File: src/hdl/lcc_pkg.sv
// ----------------------------------------------------------------------------
// Luhn card number check: shared package
// Widths, range classes and prefix bounds, and the small digit functions
// used by the checksum stages and the top level; the cells use the widths.
// ----------------------------------------------------------------------------
package lcc_pkg;

   // Width of the binary card number and of the decimal window that is checked.
   localparam int CARD_WIDTH  = 54;
   localparam int DIGIT_COUNT = 16;
   localparam int BCD_WIDTH   = DIGIT_COUNT * 4;

   // One conversion cell per input bit.
   localparam int CELL_COUNT  = CARD_WIDTH;

   // Checksum adder tree: groups of four mapped digits, then the total.
   localparam int GROUP_SIZE  = 4;
   localparam int GROUP_COUNT = (DIGIT_COUNT + GROUP_SIZE - 1) / GROUP_SIZE;
   localparam int GROUP_WIDTH = $clog2(9 * GROUP_SIZE + 1);
   localparam int SUM_MAX     = 9 * DIGIT_COUNT;
   localparam int SUM_WIDTH   = $clog2(SUM_MAX + 1);
   localparam int TENS_COUNT  = SUM_MAX / 10;

   // Prefix and length ranges.
   localparam logic [CARD_WIDTH-1:0] P34_LOW  = 54'd340000000000000;
   localparam logic [CARD_WIDTH-1:0] P34_HIGH = 54'd349999999999999;
   localparam logic [CARD_WIDTH-1:0] P37_LOW  = 54'd370000000000000;
   localparam logic [CARD_WIDTH-1:0] P37_HIGH = 54'd379999999999999;
   localparam logic [CARD_WIDTH-1:0] P5X_LOW  = 54'd5100000000000000;
   localparam logic [CARD_WIDTH-1:0] P5X_HIGH = 54'd5599999999999999;
   localparam logic [CARD_WIDTH-1:0] P4S_LOW  = 54'd4000000000000;
   localparam logic [CARD_WIDTH-1:0] P4S_HIGH = 54'd4999999999999;
   localparam logic [CARD_WIDTH-1:0] P4L_LOW  = 54'd4000000000000000;
   localparam logic [CARD_WIDTH-1:0] P4L_HIGH = 54'd4999999999999999;

   typedef enum logic [2:0] {
      CLASS_NONE     = 3'd0,
      CLASS_15_34    = 3'd1,
      CLASS_15_37    = 3'd2,
      CLASS_16_51_55 = 3'd3,
      CLASS_13_4     = 3'd4,
      CLASS_16_4     = 3'd5
   } range_class_type;

   // Payload that travels down the conversion chain.
   typedef struct packed {
      logic [CARD_WIDTH-1:0] bin;
      logic [BCD_WIDTH-1:0]  bcd;
      range_class_type       cls;
   } lcc_item_type;

   // Finished result.
   typedef struct packed {
      range_class_type cls;
      logic            luhn_ok;
      logic            accepted;
   } lcc_result_type;

   // Decide the range class; the last matching range wins.
   function automatic range_class_type classify(input logic [CARD_WIDTH-1:0] v);
      range_class_type c;
      c = CLASS_NONE;
      if (v >= P4L_LOW && v <= P4L_HIGH) c = CLASS_16_4;
      if (v >= P4S_LOW && v <= P4S_HIGH) c = CLASS_13_4;
      if (v >= P5X_LOW && v <= P5X_HIGH) c = CLASS_16_51_55;
      if (v >= P37_LOW && v <= P37_HIGH) c = CLASS_15_37;
      if (v >= P34_LOW && v <= P34_HIGH) c = CLASS_15_34;
      return c;
   endfunction

   // Luhn weight of one digit: doubled digits have their two digits added.
   function automatic logic [3:0] luhn_map(input logic [3:0] d, input logic doubled);
      logic [4:0] twice;
      twice = {d, 1'b0};
      if (!doubled) return d;
      if (twice > 5'd9) return 4'(twice - 5'd9);
      return twice[3:0];
   endfunction

endpackage

File: src/hdl/lcc_cell.sv
// ----------------------------------------------------------------------------
// Luhn card number check: conversion cell
// One shift-and-add-three step of the binary to decimal conversion. Each
// cell corrects every decimal digit, then shifts one binary bit in.
// ----------------------------------------------------------------------------
module lcc_cell (
   input  logic                 clock,
   input  logic                 reset,
   input  logic                 advance,
   input  logic                 valid_i,
   input  lcc_pkg::lcc_item_type item_i,
   output logic                 valid_o,
   output lcc_pkg::lcc_item_type item_o
);
   import lcc_pkg::*;

   logic                 valid_ff;
   logic                 valid_in;
   lcc_item_type         item_ff;
   lcc_item_type         item_in;
   logic [BCD_WIDTH-1:0] bcd_adj;

   // Add three to every digit of five or more, then shift the next bit in.
   always_comb begin
      for (int d = 0; d < DIGIT_COUNT; d++) begin
         if (item_i.bcd[d*4 +: 4] >= 4'd5) begin
            bcd_adj[d*4 +: 4] = item_i.bcd[d*4 +: 4] + 4'd3;
         end else begin
            bcd_adj[d*4 +: 4] = item_i.bcd[d*4 +: 4];
         end
      end
      item_in.bcd = {bcd_adj[BCD_WIDTH-2:0], item_i.bin[CARD_WIDTH-1]};
      item_in.bin = {item_i.bin[CARD_WIDTH-2:0], 1'b0};
      item_in.cls = item_i.cls;
      valid_in    = valid_i;
   end

   // The occupancy flag is reset; the payload is not.
   always_ff @(posedge clock) begin
      if (reset) begin
         valid_ff <= 1'b0;
      end else if (advance) begin
         valid_ff <= valid_in;
      end
   end

   always_ff @(posedge clock) begin
      if (advance) begin
         item_ff <= item_in;
      end
   end

   assign valid_o = valid_ff;
   assign item_o  = item_ff;

endmodule

File: config.mk
export PLATFORM = sky130hd
export DESIGN_NAME = lcc_cell
export DESIGN_NICKNAME = d
export VERILOG_FILES = /design/src/hdl/lcc_pkg.sv /design/src/hdl/lcc_cell.sv
export SDC_FILE = /design/constraint.sdc
export NUM_CORES = 1
export LEC_CHECK = 0
export BUFFER_PORTS_ARGS = -buffer_cell sky130_fd_sc_hd__clkbuf_2
export CORE_MARGIN = 2
export CORE_UTILIZATION = 42
export CTS_CLUSTER_DIAMETER = 50
export DETAILED_ROUTE_END_ITERATION = 7
export PLACE_DENSITY_LB_ADDON = 0.25
export SYNTH_ARGS = -nofsm -noshare
export SYNTH_HDL_FRONTEND = slang
export SYNTH_SLANG_ARGS = --single-unit
export TNS_END_PERCENT = 30
File: constraint.sdc
create_clock -name clock -period 1.1 [get_ports clock]
set_input_delay 0.22 -clock clock [delete_from_list [all_inputs] [get_ports clock]]
set_output_delay 0.22 -clock clock [all_outputs]
set_load 0.1 [all_outputs]
==> flow_summary_export.csv <==
group,metric,value,unit
clocking,numCtsBuffers,17,
timing,timing.final.ws_setup,-184,ps
placement,place_ws,-253,ps
synth,synth_area_per_cell,13.9,µm²
global_routing,grt_max_degree,20,
clocking,clk_latency,420,ps
synth,synth_area,5250,µm²
drt,first_iter_violations,301,
worst_setup_path,max_stage_delay,450,ps
run,maxCapViolations,0,
synth,yosysSeqAreaShare,69.0,%
timing,max_freq,779,MHz
worst_setup_path,critPathLaunchType,"register",
drt,drc,0,
drt,viasPerCell,4.84,
synth,synth_most_common_cell,"edfxtp_1",
floorplan,dieArea,13400,µm²
floorplan,row_count,40,
floorplan,core,12100,µm²
clocking,cts_buffer_depth,2,
clocking,cts_tree,"done",
clocking,cts.htree.levels,4,
synth,synthFlopType,"edfxtp_1",
clocking,cts_resized,0,
drt,drtPass1Iterations,7,
timing,setup_viol,121,
drt,routed_wl,17.3,mm
global_routing,grt_antenna_before_repair,0,
min_path,hold_depth,3,
status,status,"finished with violations",
timing,rsz0062_at_grt,"true",
worst_setup_path,cp.required,880,ps
worst_setup_path,cp.depth,1,
synth,yosysTopAreaCellShare,68.6,%
timing,min_period,1280,ps
worst_setup_path,crit_arrival,1060,ps
power,peakVddDrop,0.00137,V
floorplan,pin_count,247,
drt,ant_nets,0,
clocking,clock-sinks,121,
status,violations,"setup timing",
worst_setup_path,cp_cell_sequence,"buf_12",
timing,min_period_over_period,117,%
worst_setup_path,setup.worst_path.class,"reg2out",
synth,syn-num-nets,534,
floorplan,die_h,116,µm
synth,syn-instance-count,377,
synth,ys_top_cells_by_area,"edfxtp_1, ha_1, nand2_1",
synth,synth_top_area_cell,"edfxtp_1",
synth,synth_warnings,0,
power,p_per_area,1720,nW/µm²
worst_setup_path,cpLargestDelayFamily,"flip-flops",
global_routing,grt_use_total,27.0,%
worst_setup_path,end_kind,"primary output",
placement,io_buffers,245,
synth,synth_edf_count,120,
global_routing,grt_overflow,0,
synth,synthTopCellsByCount,"edfxtp_1, nand2_1, ha_1, inv_1, nand2b_1",
floorplan,floorplan.initialDensity,43.3,%
synth,ys_ff_latch,121,
global_routing,grt_pass1_vias,4934,
power,leakagePower,0.00447,µW
timing,holdWs,44.7,ps
drt,vias,4473,
synth,ys_async_sr_fraction,0,%
drt,wl_per_cell,18.7,µm
timing,setup_tns,-17250,ps
timing,fin_worst_skew,0,ps
timing,hold_violations,0,
clocking,cts_setup_buffers,0,
worst_setup_path,cp_num_buf_inv,1,
layout,layout.nets,900,
layout,drive_gt1_share,44.3,%
layout,syn2layout_area_growth,91.8,%
timing,slew_violations,0,
synth,synthDistinctLibCells,14,
global_routing,grt_pass1_wl,26.4,mm
clocking,clock-root-buffer,"clkbuf_16",
worst_setup_path,crit_path_top_delay_cell,"edfxtp_1",
floorplan,die_w,116,µm
worst_setup_path,worstRegToRegCells,2,
placement,dp_hpwl,11.0,mm
placement,place.gp.congestion,0.841,
min_path,worstHoldPathType,"in2reg",
clocking,clk_pin_slew,60,ps
worst_setup_path,crit_fanout,1,
-- cells in the final DEF (no fill, tap or decap) --
cell type / count
clkinv_2: 3
mux2i_1: 17
inv_1: 32
ha_1: 32
nand2b_1: 31
dfxtp_2: 1
clkbuf_16: 17
a21oi_2: 16
xnor2_1: 16
dlygate4sd3_1: 58
nand2_1: 63
diode_2: 1
clkbuf_1: 4
nor2_1: 17
clkbuf_8: 4
o21ai_1: 15
edfxtp_1: 120
clkinvlp_4: 3
conb_1: 1
o21ai_0: 15
buf_12: 128
clkbuf_2: 123
buf_4: 39
bufinv_16: 1
-- final timing paths --
| check | from | to | slack [ps] |
|---|---|---|---|
| min | valid_i | valid_o$_SDFFE_PP0P_ | 40 |
| max reg2reg | valid_o$_SDFFE_PP0P_ | valid_o$_SDFFE_PP0P_ | 490 |
| max | item_o[47]$_DFFE_PP_ | item_o[47] | -180 |
| min reg2reg | valid_o$_SDFFE_PP0P_ | valid_o$_SDFFE_PP0P_ | 530 |
-- where the power goes --
part | total (µW) | switching, µW | internal, µW
combinational | 6050 | 3880 | 2170
sequential | 5960 | 361 | 5600
clock | 5350 | 2020 | 3330
-- per-layer routing --
layer / up-vias / global-route usage (%) / routed length [µm]
met5: - / 0 / 0
met4: 0 / 12.2 / 557
met1: 2114 / 26.1 / 5610
met3: 53 / 12.4 / 1750
li1: 2048 / - / -
met2: 258 / 49.0 / 9350
-- cell type report --
cell class,count,area [µm²]
clock buffers,25,495
repair buffers,348,4050
flip-flops and latches,121,3620
multi-input cells,223,1500
fillers,601,2040
diodes,1,2.50
clock inverters,7,67.6
well taps,168,210
inverters,32,120
-- registers in the layout, indices dropped and copies added, names as in the netlist --
signal and flops:
item_o 120, valid_o 1
-- cell families after synthesis --
kind of cell	count (synthesis)	share of synthesized area, %
flops	121	69.0
buf+inv	33	2.43
mux	17	3.24
simple gates	111	9.41
other cells	1	0.0714
fa+ha+maj	32	7.63
xor+xnor	16	2.67
compound gates	46	5.53
-- timing repair --
| item | CTS | global route |
|---|---|---|
| hold buffers | 57 | 1 |
| endpoints found under the hold margin | 57 | 1 |
| cloned | 0 | 0 |
| endpoints found under the setup margin | 121 | 121 |
-- worst reg2reg max path, delay by kind of cell (launching register included) --
| kind | cells | cell delay [ps] |
|---|---|---|
| flops | 1 | 330 |
| mux | 1 | 120 |
| simple gates | 1 | 50 |
-- through the flow --
| stage | total power, µW | utilization, % | instance area (µm²) | std cells |
|---|---|---|---|---|
| 2_1_floorplan | 9250 | - | 5250 | 377 |
| 3_3_place_gp | 11700 | 73.7 | 8920 | 834 |
| 3_5_place_dp | 11900 | 73.7 | 8920 | 834 |
| 4_1_cts | 17300 | 83.0 | 10100 | 923 |
| 5_1_grt | 17800 | 83.1 | 10100 | 924 |
| 6_report | 17400 | 83.2 | 10100 | 925 |
(Power assumes the default switching activity.)
