===== config.mk =====
export PLATFORM = sky130hd
export DESIGN_NAME = lcc_sum
export DESIGN_NICKNAME = d
export VERILOG_FILES = /design/src/hdl/lcc_pkg.sv /design/src/hdl/lcc_sum.sv
export SDC_FILE = /design/constraint.sdc
export NUM_CORES = 1
export LEC_CHECK = 0
export ABC_CLOCK_PERIOD_IN_PS = 11030
export BUFFER_PORTS_ARGS = -buffer_cell sky130_fd_sc_hd__clkbuf_2
export CAP_MARGIN = 30
export CORE_MARGIN = 5
export CORE_UTILIZATION = 45
export DETAILED_ROUTE_END_ITERATION = 7
export PLACE_DENSITY = 0.82
export SLEW_MARGIN = 15
export SYNTH_ARGS = -nofsm -noshare
export SYNTH_HDL_FRONTEND = slang
export SYNTH_SLANG_ARGS = --single-unit
export TNS_END_PERCENT = 20

===== constraint.sdc =====
create_clock -name clock -period 11.03 [get_ports clock]
set_input_delay 1.103 -clock clock [delete_from_list [all_inputs] [get_ports clock]]
set_output_delay 1.103 -clock clock [all_outputs]
set_load 0.01 [all_outputs]

===== src/hdl/lcc_pkg.sv =====
// ----------------------------------------------------------------------------
// Luhn card number check: shared package
// Widths, range classes and prefix bounds, and the small digit functions
// used by the checksum stages and the top level; the cells use the widths.
// ----------------------------------------------------------------------------
package lcc_pkg;

   // Width of the binary card number and of the decimal window that is checked.
   localparam int CARD_WIDTH  = 54;
   localparam int DIGIT_COUNT = 16;
   localparam int BCD_WIDTH   = DIGIT_COUNT * 4;

   // One conversion cell per input bit.
   localparam int CELL_COUNT  = CARD_WIDTH;

   // Checksum adder tree: groups of four mapped digits, then the total.
   localparam int GROUP_SIZE  = 4;
   localparam int GROUP_COUNT = (DIGIT_COUNT + GROUP_SIZE - 1) / GROUP_SIZE;
   localparam int GROUP_WIDTH = $clog2(9 * GROUP_SIZE + 1);
   localparam int SUM_MAX     = 9 * DIGIT_COUNT;
   localparam int SUM_WIDTH   = $clog2(SUM_MAX + 1);
   localparam int TENS_COUNT  = SUM_MAX / 10;

   // Prefix and length ranges.
   localparam logic [CARD_WIDTH-1:0] P34_LOW  = 54'd340000000000000;
   localparam logic [CARD_WIDTH-1:0] P34_HIGH = 54'd349999999999999;
   localparam logic [CARD_WIDTH-1:0] P37_LOW  = 54'd370000000000000;
   localparam logic [CARD_WIDTH-1:0] P37_HIGH = 54'd379999999999999;
   localparam logic [CARD_WIDTH-1:0] P5X_LOW  = 54'd5100000000000000;
   localparam logic [CARD_WIDTH-1:0] P5X_HIGH = 54'd5599999999999999;
   localparam logic [CARD_WIDTH-1:0] P4S_LOW  = 54'd4000000000000;
   localparam logic [CARD_WIDTH-1:0] P4S_HIGH = 54'd4999999999999;
   localparam logic [CARD_WIDTH-1:0] P4L_LOW  = 54'd4000000000000000;
   localparam logic [CARD_WIDTH-1:0] P4L_HIGH = 54'd4999999999999999;

   typedef enum logic [2:0] {
      CLASS_NONE     = 3'd0,
      CLASS_15_34    = 3'd1,
      CLASS_15_37    = 3'd2,
      CLASS_16_51_55 = 3'd3,
      CLASS_13_4     = 3'd4,
      CLASS_16_4     = 3'd5
   } range_class_type;

   // Payload that travels down the conversion chain.
   typedef struct packed {
      logic [CARD_WIDTH-1:0] bin;
      logic [BCD_WIDTH-1:0]  bcd;
      range_class_type       cls;
   } lcc_item_type;

   // Finished result.
   typedef struct packed {
      range_class_type cls;
      logic            luhn_ok;
      logic            accepted;
   } lcc_result_type;

   // Decide the range class; the last matching range wins.
   function automatic range_class_type classify(input logic [CARD_WIDTH-1:0] v);
      range_class_type c;
      c = CLASS_NONE;
      if (v >= P4L_LOW && v <= P4L_HIGH) c = CLASS_16_4;
      if (v >= P4S_LOW && v <= P4S_HIGH) c = CLASS_13_4;
      if (v >= P5X_LOW && v <= P5X_HIGH) c = CLASS_16_51_55;
      if (v >= P37_LOW && v <= P37_HIGH) c = CLASS_15_37;
      if (v >= P34_LOW && v <= P34_HIGH) c = CLASS_15_34;
      return c;
   endfunction

   // Luhn weight of one digit: doubled digits have their two digits added.
   function automatic logic [3:0] luhn_map(input logic [3:0] d, input logic doubled);
      logic [4:0] twice;
      twice = {d, 1'b0};
      if (!doubled) return d;
      if (twice > 5'd9) return 4'(twice - 5'd9);
      return twice[3:0];
   endfunction

endpackage


===== src/hdl/lcc_sum.sv =====
// ----------------------------------------------------------------------------
// Luhn card number check: checksum stages
// Two registered stages: weighted digits summed in groups of four, then the
// group total tested for a multiple of ten and combined with the range class.
// ----------------------------------------------------------------------------
module lcc_sum (
   input  logic                   clock,
   input  logic                   reset,
   input  logic                   advance,
   input  logic                   valid_i,
   input  lcc_pkg::lcc_item_type   item_i,
   output logic                   valid_o,
   output lcc_pkg::lcc_result_type result_o
);
   import lcc_pkg::*;

   logic [GROUP_WIDTH-1:0] group_ff [GROUP_COUNT];
   logic [GROUP_WIDTH-1:0] group_in [GROUP_COUNT];
   range_class_type        cls_ff;
   logic                   stage_a_valid_ff;
   logic                   result_valid_ff;
   lcc_result_type         result_ff;
   lcc_result_type         result_in;
   logic [SUM_WIDTH-1:0]   total;
   logic                   multiple_of_ten;

   // Stage A: weight each digit (odd positions from the right are doubled)
   // and add them in groups of four.
   always_comb begin
      for (int g = 0; g < GROUP_COUNT; g++) begin
         group_in[g] = '0;
         for (int j = 0; j < GROUP_SIZE; j++) begin
            if (g * GROUP_SIZE + j < DIGIT_COUNT) begin
               group_in[g] = group_in[g] + GROUP_WIDTH'(luhn_map(
                  item_i.bcd[(g*GROUP_SIZE+j)*4 +: 4], ((g * GROUP_SIZE + j) % 2) == 1));
            end
         end
      end
   end

   // Stage B: total of the groups and the multiple-of-ten test.
   always_comb begin
      total = '0;
      for (int g = 0; g < GROUP_COUNT; g++) begin
         total = total + SUM_WIDTH'(group_ff[g]);
      end
      multiple_of_ten = 1'b0;
      for (int k = 0; k <= TENS_COUNT; k++) begin
         if (total == SUM_WIDTH'(k * 10)) multiple_of_ten = 1'b1;
      end
      result_in.cls      = cls_ff;
      result_in.luhn_ok  = multiple_of_ten;
      result_in.accepted = multiple_of_ten && (cls_ff != CLASS_NONE);
   end

   always_ff @(posedge clock) begin
      if (reset) begin
         stage_a_valid_ff <= 1'b0;
         result_valid_ff  <= 1'b0;
      end else if (advance) begin
         stage_a_valid_ff <= valid_i;
         result_valid_ff  <= stage_a_valid_ff;
      end
   end

   always_ff @(posedge clock) begin
      if (advance) begin
         group_ff  <= group_in;
         cls_ff    <= item_i.cls;
         result_ff <= result_in;
      end
   end

   assign valid_o  = result_valid_ff;
   assign result_o = result_ff;

endmodule


==> results by group <==
Status
  – Status: completed

Synth
  – Post-synth cell types: 42
  – Seq/Total Area, Yosys: between 20% and 30%
  – Largest area contributor in the netlist: edfxtp_1
  – Seq cells post-synth: 34
  – Asr flop ratio synth: 0%
  – Synth Flop Type: edfxtp_1
  – Top-area cell type share of the netlist area: 25.8%
  – Mapped Nets: roughly 570
  – YS warnings: 0
  – Synth Cell Area: 0.00373 mm2
  – Syn_area_per_cell: 10.2 um2
  – Number of flops mapped to enable cells by yosys: 32
  – Area contributors post-synth: edfxtp_1 26%, fa_1 24%, ha_1 12%, inv_1 9.3%, xnor2_1 4.2%
  – Synth Instances: 365

Floorplanning
  – Core ar.: 0.00813 mm2
  – Rows: 33
  – Die Height: 101 um
  – I/O pin count: 131
  – Initial Util: 45.9%
  – Die Span X: about 100 um
  – Die Area: slightly above 0.01 mm2

Clock tree
  – Cts hold-fix bufs: 0
  – H-tree depth: 2
  – TritonCTS Buffers: 5
  – CTS max path bufs: 2
  – PostCTS Resize Cnt: 0
  – TritonCTS clock tree: done
  – Worst-path clk slew: 0.06 ns
  – Setup repair bufs after CTS: 0
  – Clock root cell: clkbuf_8
  – Num Clock Sinks: 34
  – Clk_lat worst skew: about 0.28 ns

Layout
  – Commonest cells after routing, fill and taps aside: 92 x inv_1, 76 x clkbuf_2, 44 x fa_1
  – ANT cells: 0
  – Commonest non-fill, non-tap cell in the layout: inv_1
  – Nets: approximately 650
  – Area Overhead vs Synth: 15.3%
  – Finished Layout Cells: 551
  – Fraction of layout cells with a size suffix above 1: 22.9%
  – Post-route cell area: 0.00430 mm2

Placed design
  – Instance area after placement: approximately 0.0042 mm2
  – Gpl congestion: 0.800
  – Final HPWL DP: 5900 um
  – Setup WS pre-CTS: 6.68 ns
  – I/O Buffers: 76
  – # placed instances: about 540

Routing
  – Drc violations: 0
  – Initial DRT Pass Iterations: 4
  – DR iter-0 viols: 65
  – Vias per inst: 4.71
  – DR WL/cell: ~12 um
  – Vias: 2595
  – Final WL: 6590 um
  – Detail Route Antenna Nets: 0

Timing
  – Slew Viols, Final: 0
  – Final setup violation count: 0
  – Final worst slack: 6.98 ns
  – Period utilization: 36.7%
  – Setup TNS: 0 ns
  – Clock skew: 0.00605 ns
  – Final critical-path required period: 4.05 ns
  – Max Fclk: 247 MHz
  – Worst Tran Pin Value: ~0.85 ns
  – Final Hold Fails: 0
  – Relative slew slack: 43.6%
  – Unrepaired setup endpoints after global routing: no

GRT
  – Vias in the first global route: a little under 3000
  – Global-route wire length before repair: 12000 um
  – GRT Residual Overflow: 0
  – Largest net degree at the start of global routing: 35
  – Initial antenna violation count: 0
  – Total track usage: around 14%

Critical path
  – Critical path launch point type: primary input
  – CP required: 11.06 ns
  – Slowest cell on the critical path: fa_1
  – Largest stage delay on the critical path: 0.61 ns
  – Cell mode on critical path: inv_1
  – Crit-path max FO: 3
  – Delay-heaviest family, CP: adder cells
  – Bufs and invs on worst path: 4
  – Crit. End Element: flip-flop
  – CP Data Arrival Time: between 4 and 5 ns
  – WS Path Type: primary input to flip-flop
  – CP Cell Sequence: clkbuf_2, inv_1, ha_1, inv_1, a21oi_1, mux2_2, fa_1, fa_1, inv_1, ha_1, a21o_1, a21oi_1, xnor2_1

Hold path
  – Hold Path Class: flip-flop to flip-flop

Job
  – Max cap viols: 0
-- cell usage after synthesis, types with 2 or more instances --
cell      instances
mux2i_1           6
a21oi_4           2
mux2_2            4
xor2_1            3
a21oi_1          14
nor2_1           17
ha_1             35
edfxtp_1         32
nand2_1          34
nor3_1            4
or4_4             2
a211oi_1          3
nor2b_1           5
a31oi_1           2
inv_1            92
xnor2_1          18
o211ai_1          3
nand3_1           5
nand2b_1          4
buf_6             3
o21ai_0           7
fa_1             44
dfxtp_1           2
a21o_1            5
nor4_1            2
-- per-stage QoR --
step	hold slack [ns]	util, %
after floorplan	0.427	-
after global placement	0.433	51.7
after detailed placement	0.442	51.7
after CTS	0.475	52.9
after global routing	0.491	52.9
final	0.469	52.9
-- path summary, 6_finish.rpt --
check	cells past startpoint	start	slack [ns]	endpoint
max	13	item_i[23]	6.98	group_ff[16]
min	0	cls_ff[1]	0.47	result_o[3]
max reg2reg	11	group_ff[1]	7.29	result_o[0]
min reg2reg	0	cls_ff[1]	0.47	result_o[3]
-- per-layer routing --
metal | vias up | GRT usage, % | wire, um
met4 | 0 | 4.40 | 126
met5 | - | 0 | 0
met3 | 11 | 2.21 | 255
li1 | 1317 | - | -
met1 | 1210 | 16.9 | 2710
met2 | 57 | 26.9 | 3500
-- flip-flops by register name (all words and copies together) (netlist names) --
signal	flops
group_ff	24
result_o	5
cls_ff	3
stage_a_valid_ff	1
valid_o	1
-- cells by family after synthesis --
family | Yosys count | share of synthesized area, %
AND/OR/NAND/NOR | 83 | 11.3
multiplexers | 10 | 2.82
XOR/XNOR | 23 | 6.10
buffers and inverters | 95 | 10.2
adder cells (fa/ha/maj) | 79 | 35.3
flip-flops | 34 | 26.8
AO/OA/AOI/OAI | 41 | 7.41
-- layout make-up --
cell class	count	area, um2
Tap cell	105	131
Sequential cell	34	1000
Inverter	92	345
Clock buffer	7	86.3
Fill cell	712	3830
Clock inverter	1	5.00
Multi-Input combinational cell	236	2350
Timing Repair Buffer	76	380
Power is left out: the tool's default activity adds up to more than one toggle a clock period on the data nets, which glitch-free logic cannot reach.
